File: src/rtl/gspe_pkg.sv
package gspe_pkg;

  localparam int MaxNodes   = 16;
  localparam int WeightBits = 16;
  localparam int NodeBits   = $clog2(MaxNodes);
  localparam int DistBits   = WeightBits + NodeBits + 1;
  localparam int EdgeDepth  = MaxNodes * MaxNodes;
  localparam int EdgeAddrW  = 2 * NodeBits;

  localparam logic [1:0] ActAdd   = 2'd0;
  localparam logic [1:0] ActDel   = 2'd1;
  localparam logic [1:0] ActQuery = 2'd2;
  localparam logic [1:0] ActNone  = 2'd3;

  localparam logic [1:0] StHop    = 2'd0;
  localparam logic [1:0] StNoPath = 2'd1;
  localparam logic [1:0] StSame   = 2'd2;

  typedef struct packed {
    logic [1:0]  action;
    logic [3:0]  node_a;
    logic [3:0]  node_b;
    logic [15:0] weight;
  } cmd_t;

  typedef struct packed {
    logic [3:0] hop_node;
    logic [1:0] status;
    logic       last;
  } res_t;

  // Commands from the controller to the datapath.
  typedef struct packed {
    logic                load;     // capture the command and clear per-node state
    logic                wr_edge;  // write one direction of the edge
    logic                wr_swap;  // write direction b to a
    logic                wr_val;
    logic                scan_rd;  // read edge (best, idx) and node idx
    logic                min_step; // compare node idx for minimum
    logic                settle;   // settle the current best
    logic                relax;    // relax node at delayed index
    logic [NodeBits-1:0] idx;
    logic                walk_ld;  // start walk at destination
    logic                walk_step;
  } ctl_t;

  // Status from the datapath to the controller.
  typedef struct packed {
    logic                found;
    logic                dest_has_pred;
    logic [NodeBits-1:0] walk_pred;
    logic                walk_pred_ok;
    logic                walk_at_src;
  } sts_t;

endpackage

File: src/rtl/gspe_datapath.sv
module gspe_datapath (
  input  logic          clk_i,
  input  logic          rst_ni,
  input  gspe_pkg::ctl_t ctl_i,
  input  gspe_pkg::cmd_t cmd_i,
  output gspe_pkg::sts_t sts_o
);
  import gspe_pkg::*;

  // Edge memory: valid flag and weight. Valid flags reset to cleared.
  logic [WeightBits-1:0] wmem [EdgeDepth];
  logic [EdgeDepth-1:0]  evalid_q;
  logic [WeightBits-1:0] rd_w_q;
  logic                  rd_v_q;

  logic [NodeBits-1:0] a_q, b_q, best_q, cur_q, id_q, rel_idx_q;
  logic [WeightBits-1:0] w_q;
  logic                found_q;
  logic [DistBits-1:0] dist_q [MaxNodes];
  logic [MaxNodes-1:0] fin_q, set_q, hasp_q;
  logic [NodeBits-1:0] pred_q [MaxNodes];
  logic [DistBits-1:0] bestd_q;

  logic [EdgeAddrW-1:0] waddr, raddr;
  assign waddr = ctl_i.wr_swap ? {b_q, a_q} : {a_q, b_q};
  assign raddr = {best_q, ctl_i.idx};

  always_ff @(posedge clk_i) begin
    if (ctl_i.wr_edge && ctl_i.wr_val) wmem[waddr] <= w_q;
    rd_w_q <= wmem[raddr];
  end

  always_ff @(posedge clk_i or negedge rst_ni) begin
    if (!rst_ni) begin
      evalid_q <= '0;
      rd_v_q   <= 1'b0;
    end else begin
      if (ctl_i.wr_edge) evalid_q[waddr] <= ctl_i.wr_val;
      rd_v_q <= evalid_q[raddr];
    end
  end

  // Search state: minimum scan, settling, relaxation and predecessor walk.
  logic [DistBits-1:0] cand;
  assign cand = bestd_q + DistBits'(rd_w_q);

  always_ff @(posedge clk_i) begin
    if (ctl_i.load) begin
      a_q <= cmd_i.node_a;
      b_q <= cmd_i.node_b;
      w_q <= cmd_i.weight[WeightBits-1:0];
      for (int i = 0; i < MaxNodes; i++) dist_q[i] <= '0;
      fin_q   <= MaxNodes'(1) << cmd_i.node_a;
      set_q   <= '0;
      hasp_q  <= '0;
      found_q <= 1'b0;
    end
    if (ctl_i.scan_rd) rel_idx_q <= ctl_i.idx;
    if (ctl_i.min_step && !set_q[ctl_i.idx] && fin_q[ctl_i.idx] &&
        (!found_q || dist_q[ctl_i.idx] < dist_q[cur_q])) begin
      cur_q   <= ctl_i.idx;
      found_q <= 1'b1;
    end
    if (ctl_i.settle) begin
      set_q[cur_q] <= 1'b1;
      best_q       <= cur_q;
      bestd_q      <= dist_q[cur_q];
      found_q      <= 1'b0;
    end
    if (ctl_i.relax && rd_v_q && !set_q[rel_idx_q] &&
        (!fin_q[rel_idx_q] || cand < dist_q[rel_idx_q])) begin
      dist_q[rel_idx_q] <= cand;
      fin_q[rel_idx_q]  <= 1'b1;
      pred_q[rel_idx_q] <= best_q;
      hasp_q[rel_idx_q] <= 1'b1;
    end
    if (ctl_i.walk_ld) id_q <= b_q;
    else if (ctl_i.walk_step) id_q <= pred_q[id_q];
  end

  assign sts_o.found         = found_q;
  assign sts_o.dest_has_pred = hasp_q[b_q];
  assign sts_o.walk_pred     = pred_q[id_q];
  assign sts_o.walk_pred_ok  = hasp_q[id_q];
  assign sts_o.walk_at_src   = (pred_q[id_q] == a_q);

endmodule

File: config.mk
export PLATFORM = sky130hd
export DESIGN_NAME = gspe_datapath
export DESIGN_NICKNAME = d
export VERILOG_FILES = /design/src/rtl/gspe_pkg.sv /design/src/rtl/gspe_datapath.sv
export SDC_FILE = /design/constraint.sdc
export NUM_CORES = 2
export LEC_CHECK = 0
export BUFFER_PORTS_ARGS = -buffer_cell sky130_fd_sc_hd__buf_2
export CAP_MARGIN = 10
export CORE_UTILIZATION = 40
export CTS_CLUSTER_DIAMETER = 40
export DETAILED_ROUTE_END_ITERATION = 8
export MAX_ROUTING_LAYER = met4
export PLACE_DENSITY_LB_ADDON = 0.15
export SLEW_MARGIN = 10
export SYNTH_ARGS = -nofsm -noshare
export SYNTH_HDL_FRONTEND = slang
export SYNTH_MEMORY_MAX_BITS = 65536
export SYNTH_SLANG_ARGS = --single-unit
File: constraint.sdc
create_clock -name clk_i -period 5.76 [get_ports clk_i]
set_clock_uncertainty 0.15 [all_clocks]
set_input_delay 1.152 -clock clk_i [delete_from_list [all_inputs] [get_ports clk_i]]
set_output_delay 1.152 -clock clk_i [all_outputs]
set_load 0.03 [all_outputs]
==> metrics <==
status finished clean; largest net degree at the start of global routing 177; Critical Path RT around 4500 ps; Iter 0 DRT Violations around 11000; Yosys warnings 0; Die Ht 705 um; post-DP HPWL between 300000 and 400000 um; maxcap violations 0; DRC viols 0; crit path launch type flop; asr flop ratio synth under 10%; hold_ws 103 ps; Synth top cells by count 4557 x edfxtp_1, 1185 x mux4_2, 830 x nor2_1, 610 x mux2i_1, 347 x clkbuf_1; Total Wirelength roughly 570000 um; TritonCTS Buffers approximately 670; final count of negative-setup-slack endpoints 0; count leader, synth edfxtp_1; Setup Total Neg Slack 0 ps; Synth top area share roughly 69%; Synth Register Bits 4891; net count after synthesis just over 10000; GRT overflow 0; Peak VDD IR roughly 0.41 mV; H-tree depth 6; Die W 705 um; synthesis-to-finish area growth 18.2%; critical path peak fanout 16; Sink Count between 4000 and 5000; top-level I/O count 50; Worst Hold Class in -> reg; post-synthesis cell area slightly below 0.2 sq mm; RSZ-0062 raised after global routing false; final-layout fill cell count 40500; first-pass GRT wire length 807000 um; CP Buf/Inv Count 1; Cells after Synth between 10000 and 15000; Slew @ Worst Pin 1280 ps; ys flop type edfxtp_1; Seq/Total Area, Yosys between 70% and 80%; period utilization between 90% and 100%; Max Slew Vio Count 0; vias in the first global route roughly 110k; CTS max path bufs 4; cells along the critical path mux4_1, mux4_2, xor2_1, nor4_1, buf_2; Post-DP Area between 0.2 and 0.25 sq mm; num rows roughly 260; max incr delay on CP 990 ps; cell taking the most area after synthesis edfxtp_1; gr usage total between 20% and 30%; Max stage delay cell, worst path dfxtp_1; PostCTS Resize Cnt 0; Tot Pwr slightly below 90000 uW; WS Path Type reg -> out; initial antenna violation count 27; Fin. Hold Viols 0; Clock Tree Root clkbuf_16; CP arrival about 4400 ps; flop2flop setup slack about 200 ps; Distinct cells, synth between 70 and 80; relative max-transition margin roughly 14%; Core Area approximately 0.49 sq mm; via/cell ratio about 5.8; Synth area leaders edfxtp_1 69%, mux4_2 14%, dfrtp_1 3.3%; full die area just under 0.5 sq mm; Port Buffers between 40 and 50; Fmax between 150 and 200 MHz; Leak Pwr around 0.078 uW; number of synthesized flops with an enable pin ~4600; Tmin final ~5600 ps; Clk pin slew, worst setup/hold paths ~60 ps; pwr/cell area around 380 mW/mm^2; Via Count between 100k and 150k; Routed WL per cell 31.5 um; DRT antenna net count 0; nature of the critical path endpoint output port; nets@finish around 11000; worst skew pair latency ~1100 ps; final instance area 0.233 sq mm; Largest delay share family, worst path multiplexers; gpl congestion ~0.84; Syn Area/Cell just under 20 sq um; DRT Pass-1 Iters 6; share of cells above drive strength 1 30.0%; Initial Utilization between 40 and 50%; CTS tree built
## routing by layer
metal  wire length [um]  vias to the layer above  share of wire, %  track usage, %
li1                   -                    43600                 -               -
met1             243000                    56200                43            31.6
met2             272000                     3736                48            36.4
met3              36900                      850               6.5            3.83
met4              16200                        0               2.9            6.29
met5                  0                        -                 0               -
## registers in the layout, summed over array words and instances (netlist names), 16 cells and up, named ones only
name,cells
dist_q,336
fin_q,16
rd_w_q,16
set_q,16
bestd_q,21
hasp_q,16
w_q,16
wmem,4096
pred_q,64
evalid_q,256
## cell usage in the layout (no fill, tap or decap), types with 60 or more instances in the layout
| master | count |
|---|---|
| nand2_1 | 117 |
| buf_12 | 103 |
| inv_1 | 124 |
| mux4_2 | 1185 |
| nand3_1 | 81 |
| o22ai_1 | 305 |
| o21ai_0 | 163 |
| clkinv_2 | 87 |
| clkinvlp_4 | 81 |
| nor4_1 | 68 |
| dfxtp_1 | 70 |
| edfxtp_1 | 4557 |
| a21oi_1 | 132 |
| a22o_1 | 102 |
| buf_4 | 707 |
| inv_6 | 60 |
| nor3_1 | 101 |
| clkinv_1 | 80 |
| clkbuf_16 | 685 |
| dfrtp_1 | 257 |
| nor2_1 | 780 |
| mux2i_1 | 610 |
| bufinv_16 | 73 |
| clkbuf_1 | 73 |
| mux2_2 | 226 |
| a22oi_1 | 140 |
## timing repair
item | CTS | global route
buffers inserted | 0 | 6
hold endpoints to repair | 5 | 0
endpoints found under the setup margin | 0 | 87
hold buffers | 5 | 0
## metrics by stage
step	utilization (%)	cells	worst slack [ps]
2_1_floorplan	-	10200	454
3_3_place_gp	42.9	16800	77.0
3_5_place_dp	42.9	16800	159
4_1_cts	47.6	18100	101
5_1_grt	47.6	18100	2.29
6_report	47.6	18100	112
## worst paths after layout
check | from | to | depth (start not counted)
max | flop | sts_o[0] | 5
min | cmd_i[13] | w_q[13] | 1
max reg2reg | bestd_q[6] | dist_q[6][7] | 18
min reg2reg | hasp_q[4] | hasp_q[4] | 2
max in group asynchronous | rst_ni | evalid_q[71] | 2
min in group asynchronous | rst_ni | evalid_q[200] | 1
## kinds of logic after synthesis
logic type | count (synthesis) | share of synthesized area (%)
AO/OA/AOI/OAI | 998 | 3.36
XOR/XNOR | 14 | 0.0659
adder cells (fa/ha/maj) | 57 | 0.365
buffers and inverters | 812 | 1.86
flip-flops | 4891 | 73.3
multiplexers | 2031 | 18.0
AND/OR/NAND/NOR | 1358 | 3.00
## cell type report
type                       count  area, sq um  share of cell area [%]
antenna                       19         47.5                  0.0204
clock buffer                 765        17500                    7.50
clock inverter               483         5380                    2.30
inverter                     124          465                   0.199
multi-input combinational   4458        49400                    21.2
sequential                  4891       145000                    62.0
tap                         6475         8100                    3.47
timing repair buffer         861         7690                    3.30
## report_power, final
part	internal, uW	switching [uW]
combinational	2550	4460
clock	25400	16300
sequential	39500	446
(Power assumes the default switching activity.)
