===== src/rtl/gspe_pkg.sv =====
package gspe_pkg;

  localparam int MaxNodes   = 16;
  localparam int WeightBits = 16;
  localparam int NodeBits   = $clog2(MaxNodes);
  localparam int DistBits   = WeightBits + NodeBits + 1;
  localparam int EdgeDepth  = MaxNodes * MaxNodes;
  localparam int EdgeAddrW  = 2 * NodeBits;

  localparam logic [1:0] ActAdd   = 2'd0;
  localparam logic [1:0] ActDel   = 2'd1;
  localparam logic [1:0] ActQuery = 2'd2;
  localparam logic [1:0] ActNone  = 2'd3;

  localparam logic [1:0] StHop    = 2'd0;
  localparam logic [1:0] StNoPath = 2'd1;
  localparam logic [1:0] StSame   = 2'd2;

  typedef struct packed {
    logic [1:0]  action;
    logic [3:0]  node_a;
    logic [3:0]  node_b;
    logic [15:0] weight;
  } cmd_t;

  typedef struct packed {
    logic [3:0] hop_node;
    logic [1:0] status;
    logic       last;
  } res_t;

  // Commands from the controller to the datapath.
  typedef struct packed {
    logic                load;     // capture the command and clear per-node state
    logic                wr_edge;  // write one direction of the edge
    logic                wr_swap;  // write direction b to a
    logic                wr_val;
    logic                scan_rd;  // read edge (best, idx) and node idx
    logic                min_step; // compare node idx for minimum
    logic                settle;   // settle the current best
    logic                relax;    // relax node at delayed index
    logic [NodeBits-1:0] idx;
    logic                walk_ld;  // start walk at destination
    logic                walk_step;
  } ctl_t;

  // Status from the datapath to the controller.
  typedef struct packed {
    logic                found;
    logic                dest_has_pred;
    logic [NodeBits-1:0] walk_pred;
    logic                walk_pred_ok;
    logic                walk_at_src;
  } sts_t;

endpackage


===== src/rtl/gspe_ctrl.sv =====
module gspe_ctrl (
  input  logic           clk_i,
  input  logic           rst_ni,
  input  logic           start_i,
  input  gspe_pkg::cmd_t cmd_i,
  input  logic [4:0]     n_i,
  input  gspe_pkg::sts_t sts_i,
  output gspe_pkg::ctl_t ctl_o,
  output logic           busy_o,
  output logic           res_valid_o,
  output gspe_pkg::res_t res_o
);
  import gspe_pkg::*;

  typedef enum logic [2:0] {
    S_IDLE, S_EDGE1, S_EDGE2, S_MIN, S_SETTLE, S_RELAX, S_WALK
  } state_e;

  state_e state_q;
  logic [NodeBits:0] cnt_q;
  logic [1:0] act_q;
  logic [NodeBits:0] steps_q;
  logic [NodeBits:0] nm1;
  assign nm1 = n_i - 5'd1;

  logic accept;
  assign accept = start_i && (state_q == S_IDLE);

  // Combinational commands derived from state, counter, action and status.
  always_comb begin
    ctl_o = '0;
    ctl_o.idx       = cnt_q[NodeBits-1:0];
    ctl_o.load      = accept;
    ctl_o.wr_edge   = (state_q == S_EDGE1) || (state_q == S_EDGE2);
    ctl_o.wr_swap   = (state_q == S_EDGE2);
    ctl_o.wr_val    = (act_q == ActAdd);
    ctl_o.min_step  = (state_q == S_MIN) && (cnt_q <= nm1);
    ctl_o.settle    = (state_q == S_SETTLE) && sts_i.found;
    ctl_o.scan_rd   = (state_q == S_RELAX) && (cnt_q <= nm1);
    ctl_o.relax     = (state_q == S_RELAX) && (cnt_q != 0);
    ctl_o.walk_ld   = (state_q == S_SETTLE);
    ctl_o.walk_step = (state_q == S_WALK);
  end

  always_ff @(posedge clk_i or negedge rst_ni) begin
    if (!rst_ni) begin
      state_q     <= S_IDLE;
      cnt_q       <= '0;
      act_q       <= ActAdd;
      steps_q     <= '0;
      res_valid_o <= 1'b0;
      res_o       <= '0;
    end else begin
      res_valid_o <= 1'b0;
      unique case (state_q)
        S_IDLE: begin
          if (start_i) begin
            act_q <= cmd_i.action;
            priority if (cmd_i.action == ActAdd || cmd_i.action == ActDel) begin
              state_q <= S_EDGE1;
            end else if (cmd_i.action == ActQuery) begin
              priority if ({1'b0, cmd_i.node_a} >= n_i || {1'b0, cmd_i.node_b} >= n_i) begin
                res_valid_o <= 1'b1;
                res_o <= '{hop_node: '0, status: StNoPath, last: 1'b1};
              end else if (cmd_i.node_a == cmd_i.node_b) begin
                res_valid_o <= 1'b1;
                res_o <= '{hop_node: cmd_i.node_a, status: StSame, last: 1'b1};
              end else begin
                state_q <= S_MIN;
                cnt_q   <= '0;
              end
            end
          end
        end
        S_EDGE1: state_q <= S_EDGE2;
        S_EDGE2: state_q <= S_IDLE;
        S_MIN: begin
          if (cnt_q == nm1) state_q <= S_SETTLE;
          else cnt_q <= cnt_q + 1'b1;
        end
        S_SETTLE: begin
          cnt_q <= '0;
          if (sts_i.found) state_q <= S_RELAX;
          else if (!sts_i.dest_has_pred) begin
            res_valid_o <= 1'b1;
            res_o <= '{hop_node: '0, status: StNoPath, last: 1'b1};
            state_q <= S_IDLE;
          end else begin
            state_q <= S_WALK;
            steps_q <= '0;
          end
        end
        S_RELAX: begin
          if (cnt_q == nm1 + 1'b1) begin
            state_q <= S_MIN;
            cnt_q   <= '0;
          end else cnt_q <= cnt_q + 1'b1;
        end
        S_WALK: begin
          if (sts_i.walk_pred_ok) begin
            res_valid_o <= 1'b1;
            res_o <= '{hop_node: sts_i.walk_pred, status: StHop, last: sts_i.walk_at_src};
          end
          steps_q <= steps_q + 1'b1;
          if (!sts_i.walk_pred_ok || sts_i.walk_at_src || steps_q + 1'b1 >= n_i[NodeBits:0])
            state_q <= S_IDLE;
        end
        default: state_q <= S_IDLE;
      endcase
    end
  end

  assign busy_o = (state_q != S_IDLE);

  a_walk_has_pred: assert property (@(posedge clk_i) disable iff (!rst_ni)
    (state_q == S_SETTLE && !sts_i.found && sts_i.dest_has_pred) |=> state_q == S_WALK)
    else $error("walk not entered");
  a_res_idle: assert property (@(posedge clk_i) disable iff (!rst_ni)
    (res_valid_o && res_o.status != StHop) |-> state_q == S_IDLE || state_q == S_MIN)
    else $error("terminal result while busy");
  a_edge_one: assert property (@(posedge clk_i) disable iff (!rst_ni)
    state_q == S_EDGE2 |=> state_q == S_IDLE)
    else $error("edge write longer than one cycle");

endmodule

===== config.mk =====
export PLATFORM = sky130hd
export DESIGN_NAME = gspe_ctrl
export DESIGN_NICKNAME = d
export VERILOG_FILES = /design/src/rtl/gspe_pkg.sv /design/src/rtl/gspe_ctrl.sv
export SDC_FILE = /design/constraint.sdc
export NUM_CORES = 1
export LEC_CHECK = 0
export BUFFER_PORTS_ARGS = -buffer_cell sky130_fd_sc_hd__buf_4
export CAP_MARGIN = 10
export CELL_PAD_IN_SITES_DETAIL_PLACEMENT = 1
export CELL_PAD_IN_SITES_GLOBAL_PLACEMENT = 1
export CORE_MARGIN = 2
export CORE_UTILIZATION = 30
export DETAILED_ROUTE_END_ITERATION = 16
export PLACE_DENSITY = 0.78
export SYNTH_ARGS = -nofsm -noshare
export SYNTH_HDL_FRONTEND = slang
export SYNTH_SLANG_ARGS = --single-unit

===== constraint.sdc =====
create_clock -name clk_i -period 4.2 [get_ports clk_i]
set_input_delay 0.63 -clock clk_i [delete_from_list [all_inputs] [get_ports clk_i]]
set_output_delay 0.63 -clock clk_i [all_outputs]
set_load 0.005 [all_outputs]

==> summary.txt, run 1 <==
Floorplanning
  • Initial core utilization: 0.307
  • Die area: ~0.0071 mm^2
  • Die height: 84.2 um
  • Io pins: 65
  • Die W: 84.2 um
  • Core area: ~0.0063 mm^2
  • Rows: 29

Layout
  • Proportion of layout cells with a drive suffix above 1: 0.224
  • # nets final: 324
  • Most common cell after layout, fill and taps aside: buf_4
  • Fillers: 757
  • Most frequent cells in the layout: buf_4 (48), dfrtp_1 (23), ha_1 (22)
  • Antenna Cells: 0
  • P&R area growth vs syn: 23.3%

Power
  • Pwr/cell area: 454 mW/mm^2
  • Total power: approximately 1.1 mW
  • Peak supply drop: about 0.25 mV
  • Leak: ~1.2 nW

Global routing
  • Antenna violations before repair: 0
  • Largest net degree at the start of global routing: 24
  • Vias in the first global route: 1821
  • First-pass GRT wire length: 8.82 mm
  • Overflow after GRT: 0
  • All-Layer GR Usage: 0.150

Synthesis
  • Syn_area_per_cell: 8.93 um^2
  • Largest family of logic cells by synthesized area: simple AND/OR/NAND/NOR gates
  • Synth area leader: dfrtp_1
  • Synth Area in Adders: 0.143
  • Post-synthesis async set-or-reset flop share: 1.00
  • Post-synth EDFFs: 0
  • Main flop type after synthesis: dfrtp_1
  • Synth cell types: between 40 and 50
  • Synth warn: 0
  • Sequential share of the synthesized area: 0.299
  • Syn nets: 280
  • Mapped Cells: 216
  • Synth Area in Compound Gates: 0.195
  • Post-synth top area share: 0.299
  • Seq cells post-synth: 23
  • Synth Cell Area: 0.00193 mm^2
  • Xor/xnor share of the synthesized area: 0.0759
  • Synth Area in Simple Gates: 0.195
  • Post-synthesis mux area share: 0.0279
  • Synth top area cells: dfrtp_1 (30%), ha_1 (14%), xnor2_1 (5.0%), a221o_1 (4.2%), o21ai_0 (3.6%)

Clock tree
  • Clock Root Buffer: clkbuf_8
  • Hold-fix buffers, CTS: 0
  • Post-CTS resize count: 0
  • Post-CTS setup buffers: 0
  • CTS max path bufs: 2
  • Clk_lat worst skew: 0.27 ns
  • CTS tree: done
  • Clock H-tree levels: 1
  • CTS sink cnt: 23
  • Number of buffers created by CTS: 3
  • Worst-path clk slew: 0.08 ns

Detailed routing
  • Wire per inst: roughly 16 um
  • # DRC: 0
  • Via-to-Cell Ratio: 5.21
  • Routed vias: 1751
  • Detail Route Antenna Nets: 0
  • Routed wire length: 5.26 mm
  • Starting DRT DRC Count: 66
  • TritonRoute pass-1 iters: 4

STA
  • Worst-margin pin slew: 0.918 ns
  • Fin. max-slew vios: 0
  • RSZ-0062 raised after global routing: no
  • Slew Limit Headroom: 0.382
  • Final Hold Vio Count: 0
  • Final-report setup violation count: 0
  • Fmax achieved: slightly below 300 MHz
  • Period utilisation layout: 0.809
  • Fin crit period: 3.40 ns
  • Setup_tns: 0 ns
  • Final Skew: 0.00328 ns

Critical path
  • Critical-path maximum fanout: 5
  • Worst setup SP type: input port
  • Crit Path Category: input port to output pin
  • CP endpoint kind: output pin
  • WP data arrival: roughly 2.8 ns
  • CP required: 3.57 ns

Worst hold path
  • Hold Path Class: input port to async pin

Placement
  • DP Wirelength: 4.33 mm
  • PortBufs: 48
  • GP Congestion: 0.875

Flow run
  • Max-cap violations: 0

Outcome
  • Outcome: finished, final reports clean
-- path summary, 6_finish.rpt --
check / startpoint / end / slack (ns) / cells after the start
max: n_i[1] / ctl_o[8] / 0.80 / 14
min: rst_ni / res_valid_o / 0.25 / 1
max reg2reg: cnt_q[1] / cnt_q[4] / 1.74 / 6
min reg2reg: res_o[2] / res_o[2] / 0.50 / 1
max in group asynchronous: rst_ni / steps_q[0] / 3.71 / 1
min in group clk_i: res_o[2] / res_o[2] / 0.50 / 1
-- logic make-up (layout without fill, tap and decap cells) --
family / after synthesis / count (layout)
adder cells (fa/ha/maj): 22 / 22
AND/OR/NAND/NOR: 71 / 71
AO/OA/AOI/OAI: 52 / 52
flip-flops: 23 / 23
XOR/XNOR: 15 / 15
multiplexers: 5 / 5
buffers and inverters: 28 / 71
-- flip-flops by register name (all words and copies together) (netlist names) --
register	cells
state_q	3
act_q	2
cnt_q	5
res_o	7
res_valid_o	1
steps_q	5
-- worst max-delay path, cell delays in order --
cell and delay [ns]:
buf_4 0.12, inv_1 0.15, ha_1 0.30, nand2b_1 0.12, nor2_1 0.12, xnor2_1 0.13, ha_1 0.26, and3_1 0.19
o21ai_0 0.08, o21ai_0 0.13, o21ai_0 0.17, nand2_1 0.09, nor2_1 0.14, buf_4 0.12
-- synth_stat cells, types with 2 or more instances --
library cell	instances
buf_4	5
nand3_1	7
inv_1	18
a211oi_1	4
nor4_1	2
and3_1	7
a211o_1	2
a22o_1	5
xnor2_1	11
nand2_1	11
dfrtp_1	23
a221o_1	8
and2_1	2
nor2_1	17
clkbuf_1	3
a21oi_1	6
ha_1	22
xor2_1	3
or3_1	2
nor2b_1	6
o211ai_1	4
mux2_2	3
nand2b_1	5
a21o_1	2
o21ai_0	14
nor3_1	5
mux2i_1	2
-- report_power, final --
group          total (mW)  switching (mW)  internal (mW)  leakage [nW]
clock network       0.142          0.0754         0.0663        0.0255
registers           0.374          0.0841          0.290         0.298
logic               0.564           0.279          0.285         0.894
total                1.08           0.439          0.641          1.22
-- layout make-up --
cell class | count | area, um^2 | area share
multi-input combinational | 165 | 1230 | 0.516
inverter | 19 | 71.3 | 0.0300
tap | 77 | 96.3 | 0.0405
sequential | 23 | 576 | 0.242
clock inverter | 1 | 5.00 | 0.00211
clock buffer | 3 | 41.3 | 0.0174
timing repair buffer | 48 | 360 | 0.152
-- metal layers --
layer	vias up	GRT usage	wire length, um	part of all wire
met5	-	0	0	0
met3	2	0.0187	152	0.029
met2	34	0.261	2600	0.49
met1	850	0.200	2470	0.47
li1	865	-	-	-
met4	0	0.0308	36	0.0068
-- per-stage QoR --
stage | setup WS [ns] | cell area (um^2) | cells | util | hold WS, ns
2_1_floorplan | 1.37 | 1930 | 216 | - | 0.334
4_1_cts | 0.798 | 2380 | 336 | 0.379 | 0.255
6_report | 0.803 | 2380 | 336 | 0.379 | 0.248
3_5_place_dp | 0.813 | 2330 | 332 | 0.371 | 0.492
5_1_grt | 0.519 | 2380 | 336 | 0.379 | 0.259
3_3_place_gp | 0.868 | 2330 | 332 | 0.371 | 0.472
Power figures use the tool's default switching activity.
==> run 2: changes to the inputs <==
==> constraint.sdc (replaced) <==
create_clock -name clk_i -period 3.5 [get_ports clk_i]
set_input_delay 0.525 -clock clk_i [delete_from_list [all_inputs] [get_ports clk_i]]
set_output_delay 0.525 -clock clk_i [all_outputs]
set_load 0.005 [all_outputs]
==> summary.txt, run 2 (same netlist as run 1, synthesis figures left out) <==
STA
  • Fmax achieved: ~310 MHz
  • Setup_tns: 0 ns
  • Final Hold Vio Count: 0
  • Fin. max-slew vios: 0
  • Worst-margin pin slew: 0.639 ns
  • Slew Limit Headroom: 0.569
  • RSZ-0062 raised after global routing: no
  • Final Skew: 0.00543 ns
  • Period utilisation layout: 0.912
  • Final-report setup violation count: 0
  • Fin crit period: roughly 3.2 ns

Critical path
  • CP required: 2.97 ns
  • CP endpoint kind: output pin
  • CP peak stage delay: 0.30 ns
  • Top Family by Delay on Critical Path: simple AND/OR/NAND/NOR gates
  • Crit path top cell by count: o21ai_0
  • Worst path bufs/invs: 3
  • Cell Chain, Critical Path: buf_4, inv_1, ha_1, nand2b_1, nor2_1, xnor2_1, ha_1, and3_1, o21ai_0, o21ai_0, o21ai_0, nand2_1, nor2_1, buf_4
  • Slowest CP cell: ha_1
  • Critical-path maximum fanout: 5
  • Worst setup SP type: input port
  • WP data arrival: ~2.7 ns
  • Crit Path Category: input port to output pin

Detailed routing
  • Detail Route Antenna Nets: 0
  • Routed wire length: 5.27 mm
  • TritonRoute pass-1 iters: 4
  • # DRC: 0
  • Via-to-Cell Ratio: 5.19
  • Wire per inst: 15.6 um
  • Routed vias: 1755
  • Starting DRT DRC Count: 68

Clock tree
  • Number of buffers created by CTS: 3
  • Clock Root Buffer: clkbuf_8
  • Post-CTS resize count: 0
  • CTS tree: done
  • CTS max path bufs: 2
  • Worst-path clk slew: 0.09 ns
  • Clk_lat worst skew: 0.27 ns
  • CTS sink cnt: 23
  • Post-CTS setup buffers: 0
  • Hold-fix buffers, CTS: 0
  • Clock H-tree levels: 1

Layout
  • Antenna Cells: 0
  • # nets final: 326
  • Most common cell after layout, fill and taps aside: buf_4
  • P&R area growth vs syn: 24.1%
  • Proportion of layout cells with a drive suffix above 1: 0.230
  • Multi-input gate area: around 0.0012 mm^2
  • Seq. cell area: 576 um^2
  • Design Area, Final: 0.00239 mm^2
  • Fillers: 765
  • Top reg by flops: res_o
  • Non-Filler Instances: 338
  • Post-Route Utilization: 0.381
  • Most frequent cells in the layout: buf_4 (50), dfrtp_1 (23), ha_1 (22)
  • Biggest registers after layout: res_o x7, cnt_q x5, steps_q x5
  • Largest register FFs: 7

Outcome
  • Outcome: finished, final reports clean

Global routing
  • First-pass GRT wire length: 9.06 mm
  • All-Layer GR Usage: 0.154
  • Largest net degree at the start of global routing: 24
  • Overflow after GRT: 0
  • Vias in the first global route: approximately 1800
  • Antenna violations before repair: 0

Floorplanning
  • Core area: 0.00628 mm^2
  • Die area: approximately 0.0071 mm^2
  • Rows: 29
  • Die height: 84.2 um
  • Io pins: 65
  • Die W: roughly 84 um
  • Initial core utilization: 0.307

Power
  • Clock share of power: 0.133
  • Pwr/cell area: 540 mW/mm^2
  • Peak supply drop: ~0.26 mV
  • Combinational share of power: 0.522
  • Sequential share of power: 0.345
  • Total power: 1.29 mW
  • Sw Share: 0.401
  • P_sw: 518 uW
  • Leak: around 1.2 nW
  • Cell internal pwr: 774 uW

Flow run
  • Max-cap violations: 0

Placement
  • DP Area: between 0.002 and 0.0025 mm^2
  • GP Congestion: 0.876
  • DP Wirelength: 4.28 mm
  • PortBufs: 48
  • Placed Instances: 334

Worst hold path
  • Hold Path Class: input port to async pin
[run 2: cell types whose count changed in the layout (fill, tap and decap cells not counted), sizes merged]
cell / before / now
buf: 48 / 50
[run 2: metal layers]
| metal | track usage | share of wire | up-vias |
|---|---|---|---|
| li1 | - | - | 870 |
| met1 | 0.206 | 0.47 | 856 |
| met2 | 0.268 | 0.50 | 27 |
| met3 | 0.0167 | 0.025 | 2 |
| met4 | 0.0337 | 0.0066 | 0 |
| met5 | 0 | 0 | - |
[run 2: stage by stage]
stage / worst slack [ns] / hold slack (ns)
floorplan: 0.831 / 0.229
global placement: 0.377 / 0.437
detailed placement: 0.310 / 0.441
CTS: 0.287 / 0.151
global route: 0.0211 / 0.157
finish: 0.308 / 0.140
[run 2: final timing paths]
check / depth (start not counted) / endpoint / start / slack, ns
worst max-delay path: 14 / ctl_o[8] / n_i[1] / 0.31
worst min-delay path: 1 / res_valid_o / rst_ni / 0.14
worst max register to register: 6 / cnt_q[4] / cnt_q[1] / 1.05
worst min register to register: 1 / res_o[2] / res_o[2] / 0.48
max in group asynchronous: 1 / steps_q[0] / rst_ni / 3.12
min in group clk_i: 1 / res_o[2] / res_o[2] / 0.48
[run 2: layout make-up]
class,count,area share
Clock inverter,1,0.00209
Sequential cell,23,0.241
Timing Repair Buffer,50,0.157
Multi-Input combinational cell,165,0.513
Clock buffer,3,0.0173
Tap cell,77,0.0403
Inverter,19,0.0298
[run 2: power groups by stage]
| stage | combinational, mW | clock, mW | sequential [mW] |
|---|---|---|---|
| after floorplan | 0.461 | 0 | 0.400 |
| after CTS | 0.689 | 0.175 | 0.447 |
| after global placement | 0.662 | 0 | 0.448 |
| after global routing | 0.765 | 0.181 | 0.461 |
| final | 0.675 | 0.172 | 0.445 |
| after detailed placement | 0.684 | 0 | 0.452 |
[run 2: worst register-to-register path, stage by stage (launching register included)]
cell	delay, ns
dfrtp_1	0.47
xor3_1	0.46
or3_1	0.39
a211o_1	0.24
o21a_1	0.24
and3b_4	0.24
a221o_1	0.29
